--- config.mk ---
export PLATFORM = sky130hd
export DESIGN_NAME = rgb_patch_token_normalizer_flat
export DESIGN_NICKNAME = d
export VERILOG_FILES = /design/src/hw/rtl/rptn_pkg.sv /design/src/hw/rtl/rptn_pix_if.sv /design/src/hw/rtl/rptn_res_if.sv /design/src/hw/rtl/rptn_channel.sv /design/src/hw/rtl/rptn_position.sv /design/src/hw/rtl/rgb_patch_token_normalizer.sv /design/src/flat_wrapper.sv
export SDC_FILE = /design/constraint.sdc
export NUM_CORES = 2
export LEC_CHECK = 0
export ABC_CLOCK_PERIOD_IN_PS = 8600
export BUFFER_PORTS_ARGS = -buffer_cell sky130_fd_sc_hd__buf_2
export CAP_MARGIN = 20
export CORE_UTILIZATION = 59
export CTS_CLUSTER_DIAMETER = 50
export DETAILED_ROUTE_END_ITERATION = 10
export GPL_ROUTABILITY_DRIVEN = 0
export PLACE_DENSITY = 0.79
export SYNTH_ARGS = -nofsm -noshare
export SYNTH_HDL_FRONTEND = slang
export SYNTH_SLANG_ARGS = --single-unit
export TNS_END_PERCENT = 10
--- constraint.sdc ---
create_clock -name i_clk -period 8.6 [get_ports i_clk]
set_input_delay 0.86 -clock i_clk [delete_from_list [all_inputs] [get_ports i_clk]]
set_output_delay 0.86 -clock i_clk [all_outputs]
set_load 0.03 [all_outputs]
--- src/hw/rtl/rptn_pkg.sv ---
// ----------------------------------------------------------------------------
// RGB patch token normalizer package
// Shared widths, codes, reset values and types of the normalizer.
// ----------------------------------------------------------------------------
package rptn_pkg;

    localparam int PIX_W      = 8;
    localparam int VAL_W      = 24;
    localparam int IDX_W      = 22;
    localparam int PW_W       = 11;
    localparam int PS_W       = 7;
    localparam int PC_W       = 10;
    localparam int PR_W       = 11;
    localparam int CFG_IDX_W  = 3;
    localparam int CFG_DATA_W = 24;
    localparam int PROD_W     = PIX_W + 1 + VAL_W;
    localparam int AREA3_W    = 16;
    localparam int ROFF_W     = 14;

    localparam int PW_CAP        = 1024;
    localparam int PATCH_ROW_CAP = 2047;

    typedef enum logic [CFG_IDX_W-1:0] {
        CFG_PATCHES_WIDE = 3'd0,
        CFG_PATCH_SIZE   = 3'd1,
        CFG_GAIN_RED     = 3'd2,
        CFG_GAIN_GREEN   = 3'd3,
        CFG_GAIN_BLUE    = 3'd4,
        CFG_OFFSET_RED   = 3'd5,
        CFG_OFFSET_GREEN = 3'd6,
        CFG_OFFSET_BLUE  = 3'd7
    } t_cfg_idx;

    typedef enum logic [1:0] {
        ST_OK   = 2'd0,
        ST_WIDE = 2'd1,
        ST_TALL = 2'd2
    } t_status;

    localparam logic [PW_W-1:0]         RST_PATCHES_WIDE = 11'd14;
    localparam logic [PS_W-1:0]         RST_PATCH_SIZE   = 7'd16;
    localparam logic signed [VAL_W-1:0] RST_GAIN_RED     = 24'sd68497;
    localparam logic signed [VAL_W-1:0] RST_GAIN_GREEN   = 24'sd70006;
    localparam logic signed [VAL_W-1:0] RST_GAIN_BLUE    = 24'sd69693;
    localparam logic signed [VAL_W-1:0] RST_OFFSET_RED   = -24'sd139171;
    localparam logic signed [VAL_W-1:0] RST_OFFSET_GREEN = -24'sd133234;
    localparam logic signed [VAL_W-1:0] RST_OFFSET_BLUE  = -24'sd118283;

    // Position of one pixel inside the patch grid.
    typedef struct packed {
        logic [PR_W-1:0] patch_row;
        logic [PS_W-1:0] row_in_patch;
        logic [PC_W-1:0] patch_column;
        logic [PS_W-1:0] column_in_patch;
    } t_pos;

    // Geometry derived from the configuration registers.
    typedef struct packed {
        logic [PW_W-1:0] pw_eff;
        logic [PS_W-1:0] ps_eff;
        logic            wide;
    } t_geom;

endpackage

--- src/hw/rtl/rptn_pix_if.sv ---
// ----------------------------------------------------------------------------
// Pixel channel
// Valid/ready channel that carries one RGB pixel and its frame start flag.
// ----------------------------------------------------------------------------
interface rptn_pix_if import rptn_pkg::*; ();
    logic             valid;
    logic             ready;
    logic [PIX_W-1:0] red;
    logic [PIX_W-1:0] green;
    logic [PIX_W-1:0] blue;
    logic             frame_start;

    modport source (output valid, output red, output green, output blue,
                    output frame_start, input ready);
    modport sink   (input valid, input red, input green, input blue,
                    input frame_start, output ready);
endinterface

--- src/hw/rtl/rptn_res_if.sv ---
// ----------------------------------------------------------------------------
// Result channel
// Valid/ready channel that carries three normalized values, the token buffer
// index of the red value and a status code.
// ----------------------------------------------------------------------------
interface rptn_res_if import rptn_pkg::*; ();
    logic                    valid;
    logic                    ready;
    logic signed [VAL_W-1:0] value_red;
    logic signed [VAL_W-1:0] value_green;
    logic signed [VAL_W-1:0] value_blue;
    logic [IDX_W-1:0]        red_index;
    t_status                 status;

    modport source (output valid, output value_red, output value_green,
                    output value_blue, output red_index, output status, input ready);
    modport sink   (input valid, input value_red, input value_green,
                    input value_blue, input red_index, input status, output ready);
endinterface

--- src/hw/rtl/rptn_channel.sv ---
// ----------------------------------------------------------------------------
// Channel normalizer
// Three stage multiply, round, offset and saturate datapath of one color.
// ----------------------------------------------------------------------------
module rptn_channel import rptn_pkg::*; (
    input  logic                    i_clk,
    input  logic                    i_en,
    input  logic [PIX_W-1:0]        i_pixel,
    input  logic signed [VAL_W-1:0] i_gain,
    input  logic signed [VAL_W-1:0] i_offset,
    input  logic                    i_err,
    output logic signed [VAL_W-1:0] o_value
);

    localparam logic signed [PROD_W-1:0] SAT_HI   = PROD_W'(2**(VAL_W-1) - 1);
    localparam logic signed [PROD_W-1:0] SAT_LO   = -PROD_W'(2**(VAL_W-1));
    localparam logic signed [PROD_W-1:0] ROUND_CT = PROD_W'(8);

    logic [PIX_W-1:0]         r_pixel;
    logic signed [PROD_W-1:0] r_prod;
    logic signed [PROD_W-1:0] n_prod;
    logic signed [VAL_W-1:0]  r_value;
    logic signed [VAL_W-1:0]  n_value;
    logic signed [PROD_W-1:0] biased;
    logic signed [PROD_W-1:0] shifted;
    logic signed [PROD_W-1:0] sum;

    assign n_prod = $signed({1'b0, r_pixel}) * i_gain;

    always_comb begin
        biased  = r_prod + ROUND_CT;
        shifted = biased >>> 4;
        sum     = shifted + PROD_W'(i_offset);
        if (i_err) begin
            n_value = '0;
        end else if (sum > SAT_HI) begin
            n_value = SAT_HI[VAL_W-1:0];
        end else if (sum < SAT_LO) begin
            n_value = SAT_LO[VAL_W-1:0];
        end else begin
            n_value = sum[VAL_W-1:0];
        end
    end

    always_ff @(posedge i_clk) begin
        if (i_en) begin
            r_pixel <= i_pixel;
            r_prod  <= n_prod;
            r_value <= n_value;
        end
    end

    assign o_value = r_value;

endmodule

--- src/hw/rtl/rptn_position.sv ---
// ----------------------------------------------------------------------------
// Patch position tracker
// Raster position counters and the three stage token index and status path.
// ----------------------------------------------------------------------------
module rptn_position import rptn_pkg::*; #(
    parameter int MAX_HEIGHT = 1024
) (
    input  logic             i_clk,
    input  logic             i_rst_n,
    input  logic             i_en,
    input  logic             i_accept,
    input  logic             i_frame_start,
    input  t_geom            i_geom,
    output logic             o_err,
    output logic [IDX_W-1:0] o_red_index,
    output t_status          o_status
);

    localparam int ROW_W = PR_W + PS_W + 1;

    t_pos               r_pos;
    t_pos               n_pos;
    t_pos               cur;
    t_pos               r_a;
    logic [PS_W:0]      col_inc;
    logic [PC_W:0]      pc_inc;
    logic [PS_W:0]      rip_inc;
    logic [ROW_W-1:0]   pix_row;
    logic [AREA3_W-1:0] area;
    logic [IDX_W-1:0]   n_token;
    logic [AREA3_W-1:0] n_area3;
    logic [ROFF_W-1:0]  n_roff;
    t_status            n_status;
    logic [IDX_W-1:0]   r_token;
    logic [AREA3_W-1:0] r_area3;
    logic [ROFF_W-1:0]  r_roff;
    t_status            r_status_b;
    logic [IDX_W-1:0]   idx;
    logic [IDX_W-1:0]   r_index;
    t_status            r_status_c;

    always_comb begin
        cur     = i_frame_start ? '0 : r_pos;
        n_pos   = cur;
        col_inc = {1'b0, cur.column_in_patch} + 1'b1;
        pc_inc  = {1'b0, cur.patch_column} + 1'b1;
        rip_inc = {1'b0, cur.row_in_patch} + 1'b1;
        if (col_inc >= {1'b0, i_geom.ps_eff}) begin
            n_pos.column_in_patch = '0;
            if (PW_W'(pc_inc) >= i_geom.pw_eff) begin
                n_pos.patch_column = '0;
                if (rip_inc >= {1'b0, i_geom.ps_eff}) begin
                    n_pos.row_in_patch = '0;
                    if (cur.patch_row < PR_W'(PATCH_ROW_CAP)) begin
                        n_pos.patch_row = cur.patch_row + 1'b1;
                    end
                end else begin
                    n_pos.row_in_patch = rip_inc[PS_W-1:0];
                end
            end else begin
                n_pos.patch_column = pc_inc[PC_W-1:0];
            end
        end else begin
            n_pos.column_in_patch = col_inc[PS_W-1:0];
        end
    end

    always_comb begin
        pix_row = ROW_W'(r_a.patch_row) * ROW_W'(i_geom.ps_eff)
                + ROW_W'(r_a.row_in_patch);
        n_token = IDX_W'(r_a.patch_row) * IDX_W'(i_geom.pw_eff)
                + IDX_W'(r_a.patch_column);
        area    = AREA3_W'(i_geom.ps_eff) * AREA3_W'(i_geom.ps_eff);
        n_area3 = area + (area << 1);
        n_roff  = ROFF_W'(r_a.row_in_patch) * ROFF_W'(i_geom.ps_eff)
                + ROFF_W'(r_a.column_in_patch);
        if (i_geom.wide) begin
            n_status = ST_WIDE;
        end else if (int'(pix_row) >= MAX_HEIGHT) begin
            n_status = ST_TALL;
        end else begin
            n_status = ST_OK;
        end
    end

    assign idx   = r_token * IDX_W'(r_area3) + IDX_W'(r_roff);
    assign o_err = (r_status_b != ST_OK);

    always_ff @(posedge i_clk) begin
        if (!i_rst_n) begin
            r_pos <= '0;
        end else if (i_accept) begin
            r_pos <= n_pos;
        end
    end

    always_ff @(posedge i_clk) begin
        if (i_en) begin
            r_a        <= cur;
            r_token    <= n_token;
            r_area3    <= n_area3;
            r_roff     <= n_roff;
            r_status_b <= n_status;
            r_index    <= o_err ? '0 : idx;
            r_status_c <= r_status_b;
        end
    end

    assign o_red_index = r_index;
    assign o_status    = r_status_c;

endmodule

--- src/hw/rtl/rgb_patch_token_normalizer.sv ---
// ----------------------------------------------------------------------------
// RGB patch token normalizer
// Normalizes raster RGB pixels and places them in a patch token buffer.
// ----------------------------------------------------------------------------
// One pixel beat is taken in every cycle while the pipeline is not stalled;
// the rate is set by the raster position counters, which advance once
// per accepted beat, while the multipliers sit in a three stage pipeline that
// stalls as a whole only when the result register is full and not taken.
// Each channel computes x * gain + offset with the product rounded half up to
// Q8.16 and the sum saturated to 24 bits. A beat with frame_start restarts
// the position counters. Frames that are too wide or too tall report their
// status with zeroed values and index.
module rgb_patch_token_normalizer import rptn_pkg::*; #(
    parameter int MAX_WIDTH  = 1024,
    parameter int MAX_HEIGHT = 1024,
    parameter int MAX_PATCH  = 64
) (
    input  logic                  i_clk,
    input  logic                  i_rst_n,
    input  logic                  i_cfg_we,
    input  logic [CFG_IDX_W-1:0]  i_cfg_idx,
    input  logic [CFG_DATA_W-1:0] i_cfg_data,
    rptn_pix_if.sink              i_pix,
    rptn_res_if.source            o_res
);

    logic [PW_W-1:0]         r_patches_wide;
    logic [PS_W-1:0]         r_patch_size;
    logic signed [VAL_W-1:0] r_gain_red;
    logic signed [VAL_W-1:0] r_gain_green;
    logic signed [VAL_W-1:0] r_gain_blue;
    logic signed [VAL_W-1:0] r_offset_red;
    logic signed [VAL_W-1:0] r_offset_green;
    logic signed [VAL_W-1:0] r_offset_blue;
    logic                    r_va;
    logic                    r_vb;
    logic                    r_vc;
    logic                    en;
    logic                    accept;
    logic                    err;
    logic [PW_W-1:0]         pw_nz;
    t_geom                   geom;

    always_ff @(posedge i_clk) begin
        if (!i_rst_n) begin
            r_patches_wide <= RST_PATCHES_WIDE;
            r_patch_size   <= RST_PATCH_SIZE;
            r_gain_red     <= RST_GAIN_RED;
            r_gain_green   <= RST_GAIN_GREEN;
            r_gain_blue    <= RST_GAIN_BLUE;
            r_offset_red   <= RST_OFFSET_RED;
            r_offset_green <= RST_OFFSET_GREEN;
            r_offset_blue  <= RST_OFFSET_BLUE;
        end else if (i_cfg_we) begin
            case (t_cfg_idx'(i_cfg_idx))
                CFG_PATCHES_WIDE: r_patches_wide <= i_cfg_data[PW_W-1:0];
                CFG_PATCH_SIZE:   r_patch_size   <= i_cfg_data[PS_W-1:0];
                CFG_GAIN_RED:     r_gain_red     <= i_cfg_data;
                CFG_GAIN_GREEN:   r_gain_green   <= i_cfg_data;
                CFG_GAIN_BLUE:    r_gain_blue    <= i_cfg_data;
                CFG_OFFSET_RED:   r_offset_red   <= i_cfg_data;
                CFG_OFFSET_GREEN: r_offset_green <= i_cfg_data;
                CFG_OFFSET_BLUE:  r_offset_blue  <= i_cfg_data;
                default: ;
            endcase
        end
    end

    always_comb begin
        pw_nz       = (r_patches_wide == '0) ? PW_W'(1) : r_patches_wide;
        geom.pw_eff = (pw_nz > PW_W'(PW_CAP)) ? PW_W'(PW_CAP) : pw_nz;
        if (r_patch_size == '0) begin
            geom.ps_eff = PS_W'(1);
        end else if (int'(r_patch_size) > MAX_PATCH) begin
            geom.ps_eff = PS_W'(MAX_PATCH);
        end else begin
            geom.ps_eff = r_patch_size;
        end
        geom.wide = (pw_nz > PW_W'(PW_CAP))
                 || (int'(pw_nz) * int'(geom.ps_eff) > MAX_WIDTH);
    end

    assign en          = !r_vc || o_res.ready;
    assign accept      = i_pix.valid && en;
    assign i_pix.ready = en;

    always_ff @(posedge i_clk) begin
        if (!i_rst_n) begin
            r_va <= 1'b0;
            r_vb <= 1'b0;
            r_vc <= 1'b0;
        end else if (en) begin
            r_va <= i_pix.valid;
            r_vb <= r_va;
            r_vc <= r_vb;
        end
    end

    rptn_position #(
        .MAX_HEIGHT (MAX_HEIGHT)
    ) u_position (
        .i_clk         (i_clk),
        .i_rst_n       (i_rst_n),
        .i_en          (en),
        .i_accept      (accept),
        .i_frame_start (i_pix.frame_start),
        .i_geom        (geom),
        .o_err         (err),
        .o_red_index   (o_res.red_index),
        .o_status      (o_res.status)
    );

    rptn_channel u_red (
        .i_clk    (i_clk),
        .i_en     (en),
        .i_pixel  (i_pix.red),
        .i_gain   (r_gain_red),
        .i_offset (r_offset_red),
        .i_err    (err),
        .o_value  (o_res.value_red)
    );

    rptn_channel u_green (
        .i_clk    (i_clk),
        .i_en     (en),
        .i_pixel  (i_pix.green),
        .i_gain   (r_gain_green),
        .i_offset (r_offset_green),
        .i_err    (err),
        .o_value  (o_res.value_green)
    );

    rptn_channel u_blue (
        .i_clk    (i_clk),
        .i_en     (en),
        .i_pixel  (i_pix.blue),
        .i_gain   (r_gain_blue),
        .i_offset (r_offset_blue),
        .i_err    (err),
        .o_value  (o_res.value_blue)
    );

    assign o_res.valid = r_vc;

endmodule

--- src/flat_wrapper.sv ---
// flat-port wrapper written by rule: the top's interface ports become plain ports
module rgb_patch_token_normalizer_flat import rptn_pkg::*;
#(
    parameter int MAX_WIDTH  = 1024,
    parameter int MAX_HEIGHT = 1024,
    parameter int MAX_PATCH  = 64
)
  (i_clk, i_rst_n, i_cfg_we, i_cfg_idx, i_cfg_data, i_pix_valid, i_pix_red, i_pix_green, i_pix_blue, i_pix_frame_start, i_pix_ready, o_res_valid, o_res_value_red, o_res_value_green, o_res_value_blue, o_res_red_index, o_res_status, o_res_ready);
  rptn_pix_if i_pix_i ();
  rptn_res_if o_res_i ();
  input  logic i_clk;
  input  logic i_rst_n;
  input  logic i_cfg_we;
  input  logic [CFG_IDX_W-1:0] i_cfg_idx;
  input  logic [CFG_DATA_W-1:0] i_cfg_data;
  input wire logic [$bits(i_pix_i.valid)-1:0] i_pix_valid;
  input wire logic [$bits(i_pix_i.red)-1:0] i_pix_red;
  input wire logic [$bits(i_pix_i.green)-1:0] i_pix_green;
  input wire logic [$bits(i_pix_i.blue)-1:0] i_pix_blue;
  input wire logic [$bits(i_pix_i.frame_start)-1:0] i_pix_frame_start;
  output wire logic [$bits(i_pix_i.ready)-1:0] i_pix_ready;
  output wire logic [$bits(o_res_i.valid)-1:0] o_res_valid;
  output wire logic [$bits(o_res_i.value_red)-1:0] o_res_value_red;
  output wire logic [$bits(o_res_i.value_green)-1:0] o_res_value_green;
  output wire logic [$bits(o_res_i.value_blue)-1:0] o_res_value_blue;
  output wire logic [$bits(o_res_i.red_index)-1:0] o_res_red_index;
  output wire logic [$bits(o_res_i.status)-1:0] o_res_status;
  input wire logic [$bits(o_res_i.ready)-1:0] o_res_ready;
  assign i_pix_i.valid = i_pix_valid;
  assign i_pix_i.red = i_pix_red;
  assign i_pix_i.green = i_pix_green;
  assign i_pix_i.blue = i_pix_blue;
  assign i_pix_i.frame_start = i_pix_frame_start;
  assign i_pix_ready = i_pix_i.ready;
  assign o_res_valid = o_res_i.valid;
  assign o_res_value_red = o_res_i.value_red;
  assign o_res_value_green = o_res_i.value_green;
  assign o_res_value_blue = o_res_i.value_blue;
  assign o_res_red_index = o_res_i.red_index;
  assign o_res_status = o_res_i.status;
  assign o_res_i.ready = o_res_ready;
  rgb_patch_token_normalizer #(.MAX_WIDTH(MAX_WIDTH), .MAX_HEIGHT(MAX_HEIGHT), .MAX_PATCH(MAX_PATCH)) u_core (.i_clk(i_clk), .i_rst_n(i_rst_n), .i_cfg_we(i_cfg_we), .i_cfg_idx(i_cfg_idx), .i_cfg_data(i_cfg_data), .i_pix(i_pix_i), .o_res(o_res_i));
endmodule
# Word-level counts from Yosys, hierarchy flattened
# Index checks and enable logic that the tools add are counted.
# totals
reg_bits	508
output_inout_bits	98
word_cells	120
# classes
add_sub_neg	15
multipliers	9
n_lt_le_gt_ge	14
n_eq_ne	7
mux	19
n_reduce_logical	19
# ops
operator	n
33-bit by 5-bit adder with 33-bit output, second input constant	3
9-bit by 24-bit multiplier with 33-bit output	3
29-bit by 24-bit adder with 30-bit output	3
30-bit by 24-bit greater-than comparator with 1-bit output, second input constant	3
30-bit by 24-bit < comparator with 1-bit output, second input constant	3
24-bit 2-to-1 mux	3
23-bit 2-to-1 mux	3
11-bit 2-to-1 mux	4
11-bit by 7-bit multiplier with 18-bit output	2
35-bit 2-to-1 mux	1
32-bit by 12-bit greater-than comparator with 1-bit output, second input constant	1
7-bit by 7-bit multiplier with 14-bit output	2
28-bit 2-to-1 mux	1
7-bit 2-to-1 mux	4
22-bit by 10-bit adder with 22-bit output	1
22-bit by 14-bit adder with 22-bit output	1
11-bit by 11-bit multiplier with 22-bit output	1
22-bit by 16-bit multiplier with 22-bit output	1
18-bit by 7-bit adder with 19-bit output	1
19-bit by 11-bit greater-or-equal comparator with 1-bit output, second input constant	1
18-bit 2-to-1 mux	1
14-bit by 15-bit adder with 16-bit output	1
7-bit by 1-bit adder with 8-bit output, second input constant	2
8-bit by 7-bit greater-or-equal comparator with 1-bit output	2
21 further kinds	35

# Logic depth before layout (Yosys ltp)
# logic_depth
ltp_word	7
depth_mapped	29

# Hierarchy
# Synthesis repeated with hierarchy kept, for this count alone.
# hier_totals
hier_cells	7262
hier_area_um2	65871.9
# modules_own_cells
mod	n_inst	cells_each	area_each_um2
rptn_position	1	2600	23811.6
rptn_channel (u_core.u_blue ...)	2	1191	11106.9
rptn_channel (u_core.u_red)	1	1184	11046.8
rgb_patch_token_normalizer	1	1096	8799.7

# Worst setup path after synthesis
# No wires, ideal clock.
# synth_path
kind	input to register
start	input port o_res_ready
end	register u_core.u_position.r_pos[12] (netlist name)
t_arrival_ns	9.022
setup_slack_ns	-0.480
cell_stages	7
cell_sequence	nor2b_1 inv_1 nand2_1 nor2_1 and3_1 clkbuf_1 a31o_2
# synth_via
elab_chain_cells	2
# synth_rtl
item	line_no	source
start, declared	flat_wrapper.sv:28	input wire logic [$bits(o_res_i.ready)-1:0] o_res_ready;
1-bit logical OR	rgb_patch_token_normalizer.sv:83	assign en = !r_vc || o_res.ready;
net i_pix_ready	flat_wrapper.sv:21	output wire logic [$bits(i_pix_i.ready)-1:0] i_pix_ready;
1-bit logical AND	rgb_patch_token_normalizer.sv:84	assign accept = i_pix.valid && en;
end signal, assigned	rptn_position.sv:93	r_pos <= n_pos;
end, declared	rptn_position.sv:21	t_pos r_pos;
# The timed path passes the listed nets, and every way through them passes these cells.
# A chain may end at the register's enable or synchronous reset.

# Final worst setup path
# layout_path
start	register u_core.r_patches_wide[6]
end	register u_core.u_position.r_token[21] (data pin)
# layout_via
elab_chain_cells	6
# layout_rtl
item	line_no	source
start, declared	rgb_patch_token_normalizer.sv:27	logic [PW_W-1:0] r_patches_wide;
start signal, assigned	rgb_patch_token_normalizer.sv:56	CFG_PATCHES_WIDE: r_patches_wide <= i_cfg_data[PW_W-1:0];
11-bit zero test	rgb_patch_token_normalizer.sv:70	pw_nz = (r_patches_wide == '0) ? PW_W'(1) : r_patches_wide;
11-bit 2-to-1 mux *	rgb_patch_token_normalizer.sv:70	
11-bit greater-than comparator	rgb_patch_token_normalizer.sv:71	geom.pw_eff = (pw_nz > PW_W'(PW_CAP)) ? PW_W'(PW_CAP) : pw_nz;
11-bit 2-to-1 mux *	rgb_patch_token_normalizer.sv:71	
11-bit by 11-bit multiplier with 22-bit output *	rptn_position.sv:71	n_token = IDX_W'(r_a.patch_row) * IDX_W'(i_geom.pw_eff)
22-bit by 10-bit adder with 22-bit output *	rptn_position.sv:72	+ IDX_W'(r_a.patch_column);
net u_core.u_position.n_token[21]	rptn_position.sv:30	logic [IDX_W-1:0] n_token;
end signal, assigned	rptn_position.sv:100	r_token <= n_token;
end, declared	rptn_position.sv:34	logic [IDX_W-1:0] r_token;
# The timed path passes the listed nets; every way through them passes the cells marked *.

==> out/qor.yml <==
route:
  routed_via_density: 5.67
  drt-wirelength-per-cell_um: 18.3
  postRouteWirelength_um: 155000
  route.antenna.remaining_nets: 0
  drcViolationCount: 0
  drt-initial-drc-count: 3367
  first_pass_iters: 7
  num_vias: 48200
final_layout:
  num-fill-cells: 8530
  post_layout_nonfiller_instances: 8505
  design.final.nets: 8549
  layout.core_utilization_pct: 64.3
  syn2layout_area_growth_pct: 7.37
  post_route_cells_drive_above_1_share_pct: 5.75
logic_synthesis:
  synth.largest_area_cell: "sky130_fd_sc_hd__fa_1"
  number_of_enable_flip_flop_cells_after_synthesis: 298
  postSynth.topFlopCell: "sky130_fd_sc_hd__edfxtp_1"
  postSynthRegisterBits: 498
  synth_largest_type_area_fraction_pct: 27.1
  post_synth_instance_area_um2: 63500
  yosysMostFrequentCell: "sky130_fd_sc_hd__inv_1"
  synth.distinct_cells: 94
  ys_seq_area_share_pct: 20.4
  synth.cells.most_frequent: "sky130_fd_sc_hd__inv_1, sky130_fd_sc_hd__nand2_1, sky130_fd_sc_hd__fa_1, sky130_fd_sc_hd__and2_1, sky130_fd_sc_hd__ha_1"
  ys.warnings.count: 0
  syn_avg_cell_area_um2: 9.07
  synth_async_sr_flop_share_pct: 0
  post_synth_main_area_contributors: "sky130_fd_sc_hd__fa_1, sky130_fd_sc_hd__edfxtp_1, sky130_fd_sc_hd__ha_1"
  post_synth_inst_count: 6999
global_routing:
  global_route.usage.total_pct: 29.2
  grt_start_max_net_pins: 123
  antenna_found_initial: 8
  first_pass_grt_wire_length_um: 253000
  globalRoute.totalOverflow: 0
  first_global_vias: 49900
power:
  peakVddDrop_v: 0.000228
  power-per-cell-area_nw_per_um2: 203
  power.leakage_nw: 33.6
clocking:
  cts-root-buf: "sky130_fd_sc_hd__clkbuf_16"
  htree_levels: 3
  clock_tree_from_tritoncts: "done"
  cts_num_sinks: 498
  tritoncts.num_buffers: 80
  cts.repair.resized: 0
  cts_hold_buf: 0
  post-cts-setup-buffers: 0
  clock_insertion_delay_worst_skew_ps: 660
  clk_pin_slew_ps: 50
  clock_path_buffers: 3
critical_path:
  crit_path_required_time_ps: 9000
  worst_setup_path_end_kind: "register"
  cp_data_arrival_time_ps: 7360
  crit_type: "register to register"
  worst-path-max-fanout: 22
  setup.worst_path.start_class: "register"
sta:
  setup_ws_ps: 1640
  fmax_ghz: 0.144
  worst_slew_pin_slew_ps: 1080
  timing.hold.ws_ps: 374
  worst_slew_margin_rel_pct: 27.7
  timing.final.crit_share_pct: 80.9
  fin_skew_ps: 33.1
  report.final.slew_viol_count: 0
  setup-violations-final: 0
  finalHoldViolations: 0
  final.min_clock_period_ps: 6960
  rsz0062_at_grt: "false"
  finalSetupTns_ps: 0
floorplanning:
  core.rowCount: 119
  core_area_um2: 106000
  die_h_um: 330
  initial_utilization_pct: 59.9
  die-area_um2: 109000
  die_width_um: 330
  ios: 155
min_path:
  timing.hold.worst.class: "primary input to register"
placed_design:
  place_worst_setup_slack_ps: 1690
  hpwlAfterDp_um: 120000
  portBuffers: 154
  place.detailed.instances: 8351
run_status:
  status: "finished clean"
run:
  maxCapViolCount: 0
-- cell families after synthesis --
kind of cell / synth area share [%]
AOI/OAI and AO/OA: 8.77
muxes: 0.248
adders and majority gates: 38.7
buffers and inverters: 8.71
xor gates and xnor gates: 4.91
DFF: 20.4
other: 0.00590
and+or+nand+nor: 18.2
-- report_power, final --
group / switching, mW / total (mW) / leakage (nW) / internal, mW
clock: 1.33 / 3.27 / 1.34 / 1.94
sequential: 0.463 / 3.70 / 4.96 / 3.23
combinational: 4.12 / 6.88 / 27.3 / 2.76
total: 5.91 / 13.8 / 33.6 / 7.93
-- worst max-delay path: stages (launching register included) --
cell,delay [ps]
sky130_fd_sc_hd__dfxtp_1,460
sky130_fd_sc_hd__nor4_1,290
sky130_fd_sc_hd__nand3_1,130
sky130_fd_sc_hd__o21ai_1,130
sky130_fd_sc_hd__buf_4,230
sky130_fd_sc_hd__inv_1,60
sky130_fd_sc_hd__nor2_1,670
sky130_fd_sc_hd__nand2_1,190
sky130_fd_sc_hd__fa_1,550
sky130_fd_sc_hd__inv_1,60
sky130_fd_sc_hd__fa_1,500
sky130_fd_sc_hd__inv_1,50
sky130_fd_sc_hd__fa_1,490
sky130_fd_sc_hd__fa_1,500
sky130_fd_sc_hd__inv_1,50
sky130_fd_sc_hd__ha_1,310
sky130_fd_sc_hd__o21ai_0,110
sky130_fd_sc_hd__a21boi_0,150
sky130_fd_sc_hd__o21ai_1,190
sky130_fd_sc_hd__a21oi_1,130
sky130_fd_sc_hd__o2111ai_1,200
sky130_fd_sc_hd__nand3_1,160
sky130_fd_sc_hd__o41a_1,360
sky130_fd_sc_hd__a41o_1,270
sky130_fd_sc_hd__o41ai_1,330
sky130_fd_sc_hd__xnor2_1,130
-- final timing paths --
kind	start	to	slack (ps)	depth (start not counted)
max	u_core.r_patches_wide[6]	u_core.u_position.r_token[21]	1640	25
max reg2reg	u_core.r_patches_wide[6]	u_core.u_position.r_token[21]	1640	25
min	i_pix_green[3]	u_core.u_green.r_pixel[3]	370	1
min reg2reg	u_core.r_offset_blue[9]	u_core.r_offset_blue[9]	460	2
-- area by class of cell --
class                           instances  area, µm²  share of cell area (%)
Antenna cell                            5       12.5                  0.0183
Sequential cell                       498      13000                    19.0
Inverter                             1218       4580                    6.71
Multi-Input combinational cell       5050      45100                    66.1
Tap cell                             1391       1740                    2.55
Clock inverter                         54        553                   0.811
Timing Repair Buffer                  195       1100                    1.61
Clock buffer                           94       2180                    3.20
-- stage by stage --
step,instance area [µm²],power [mW]
5_1_grt,68200,14.8
2_1_floorplan,63500,8.78
4_1_cts,68200,13.9
3_3_place_gp,65400,10.4
6_report,68200,13.8
3_5_place_dp,65400,10.5
-- registers in the layout, summed over array words and instances, names as in the netlist, 30 cells and up --
signal,count
u_core.u_blue.r_prod,30
u_core.u_red.r_prod,30
u_core.u_green.r_prod,30
u_core.u_position.r_pos,35
u_core.u_position.r_a,35
-- cells in the final DEF, fill, tap and decap left out, types with 23 or more instances in the layout --
cell	n
sky130_fd_sc_hd__dfxtp_1	200
sky130_fd_sc_hd__a21oi_2	23
sky130_fd_sc_hd__inv_1	1215
sky130_fd_sc_hd__nor2_1	225
sky130_fd_sc_hd__a21oi_1	296
sky130_fd_sc_hd__nor3_1	64
sky130_fd_sc_hd__nor2b_1	76
sky130_fd_sc_hd__clkbuf_16	84
sky130_fd_sc_hd__nand4_1	28
sky130_fd_sc_hd__xnor2_1	235
sky130_fd_sc_hd__ha_1	588
sky130_fd_sc_hd__buf_4	40
sky130_fd_sc_hd__o21ai_0	116
sky130_fd_sc_hd__and3_1	68
sky130_fd_sc_hd__fa_1	861
sky130_fd_sc_hd__o21bai_1	27
sky130_fd_sc_hd__buf_2	153
sky130_fd_sc_hd__nand2_1	983
sky130_fd_sc_hd__o21a_1	48
sky130_fd_sc_hd__a21o_1	121
sky130_fd_sc_hd__and2_1	631
sky130_fd_sc_hd__nand2b_1	40
sky130_fd_sc_hd__xor2_1	121
sky130_fd_sc_hd__edfxtp_1	298
sky130_fd_sc_hd__o21ai_1	32
sky130_fd_sc_hd__nand3_1	177
-- metal layers --
metal	routed length (µm)	track usage (%)	up-vias
met5	26	0	-
met4	7670	14.1	4
met3	10700	4.59	406
met2	75400	49.8	1603
met1	61600	36.1	23900
li1	-	-	22300
No activity file was read; power rests on OpenSTA's default activity.
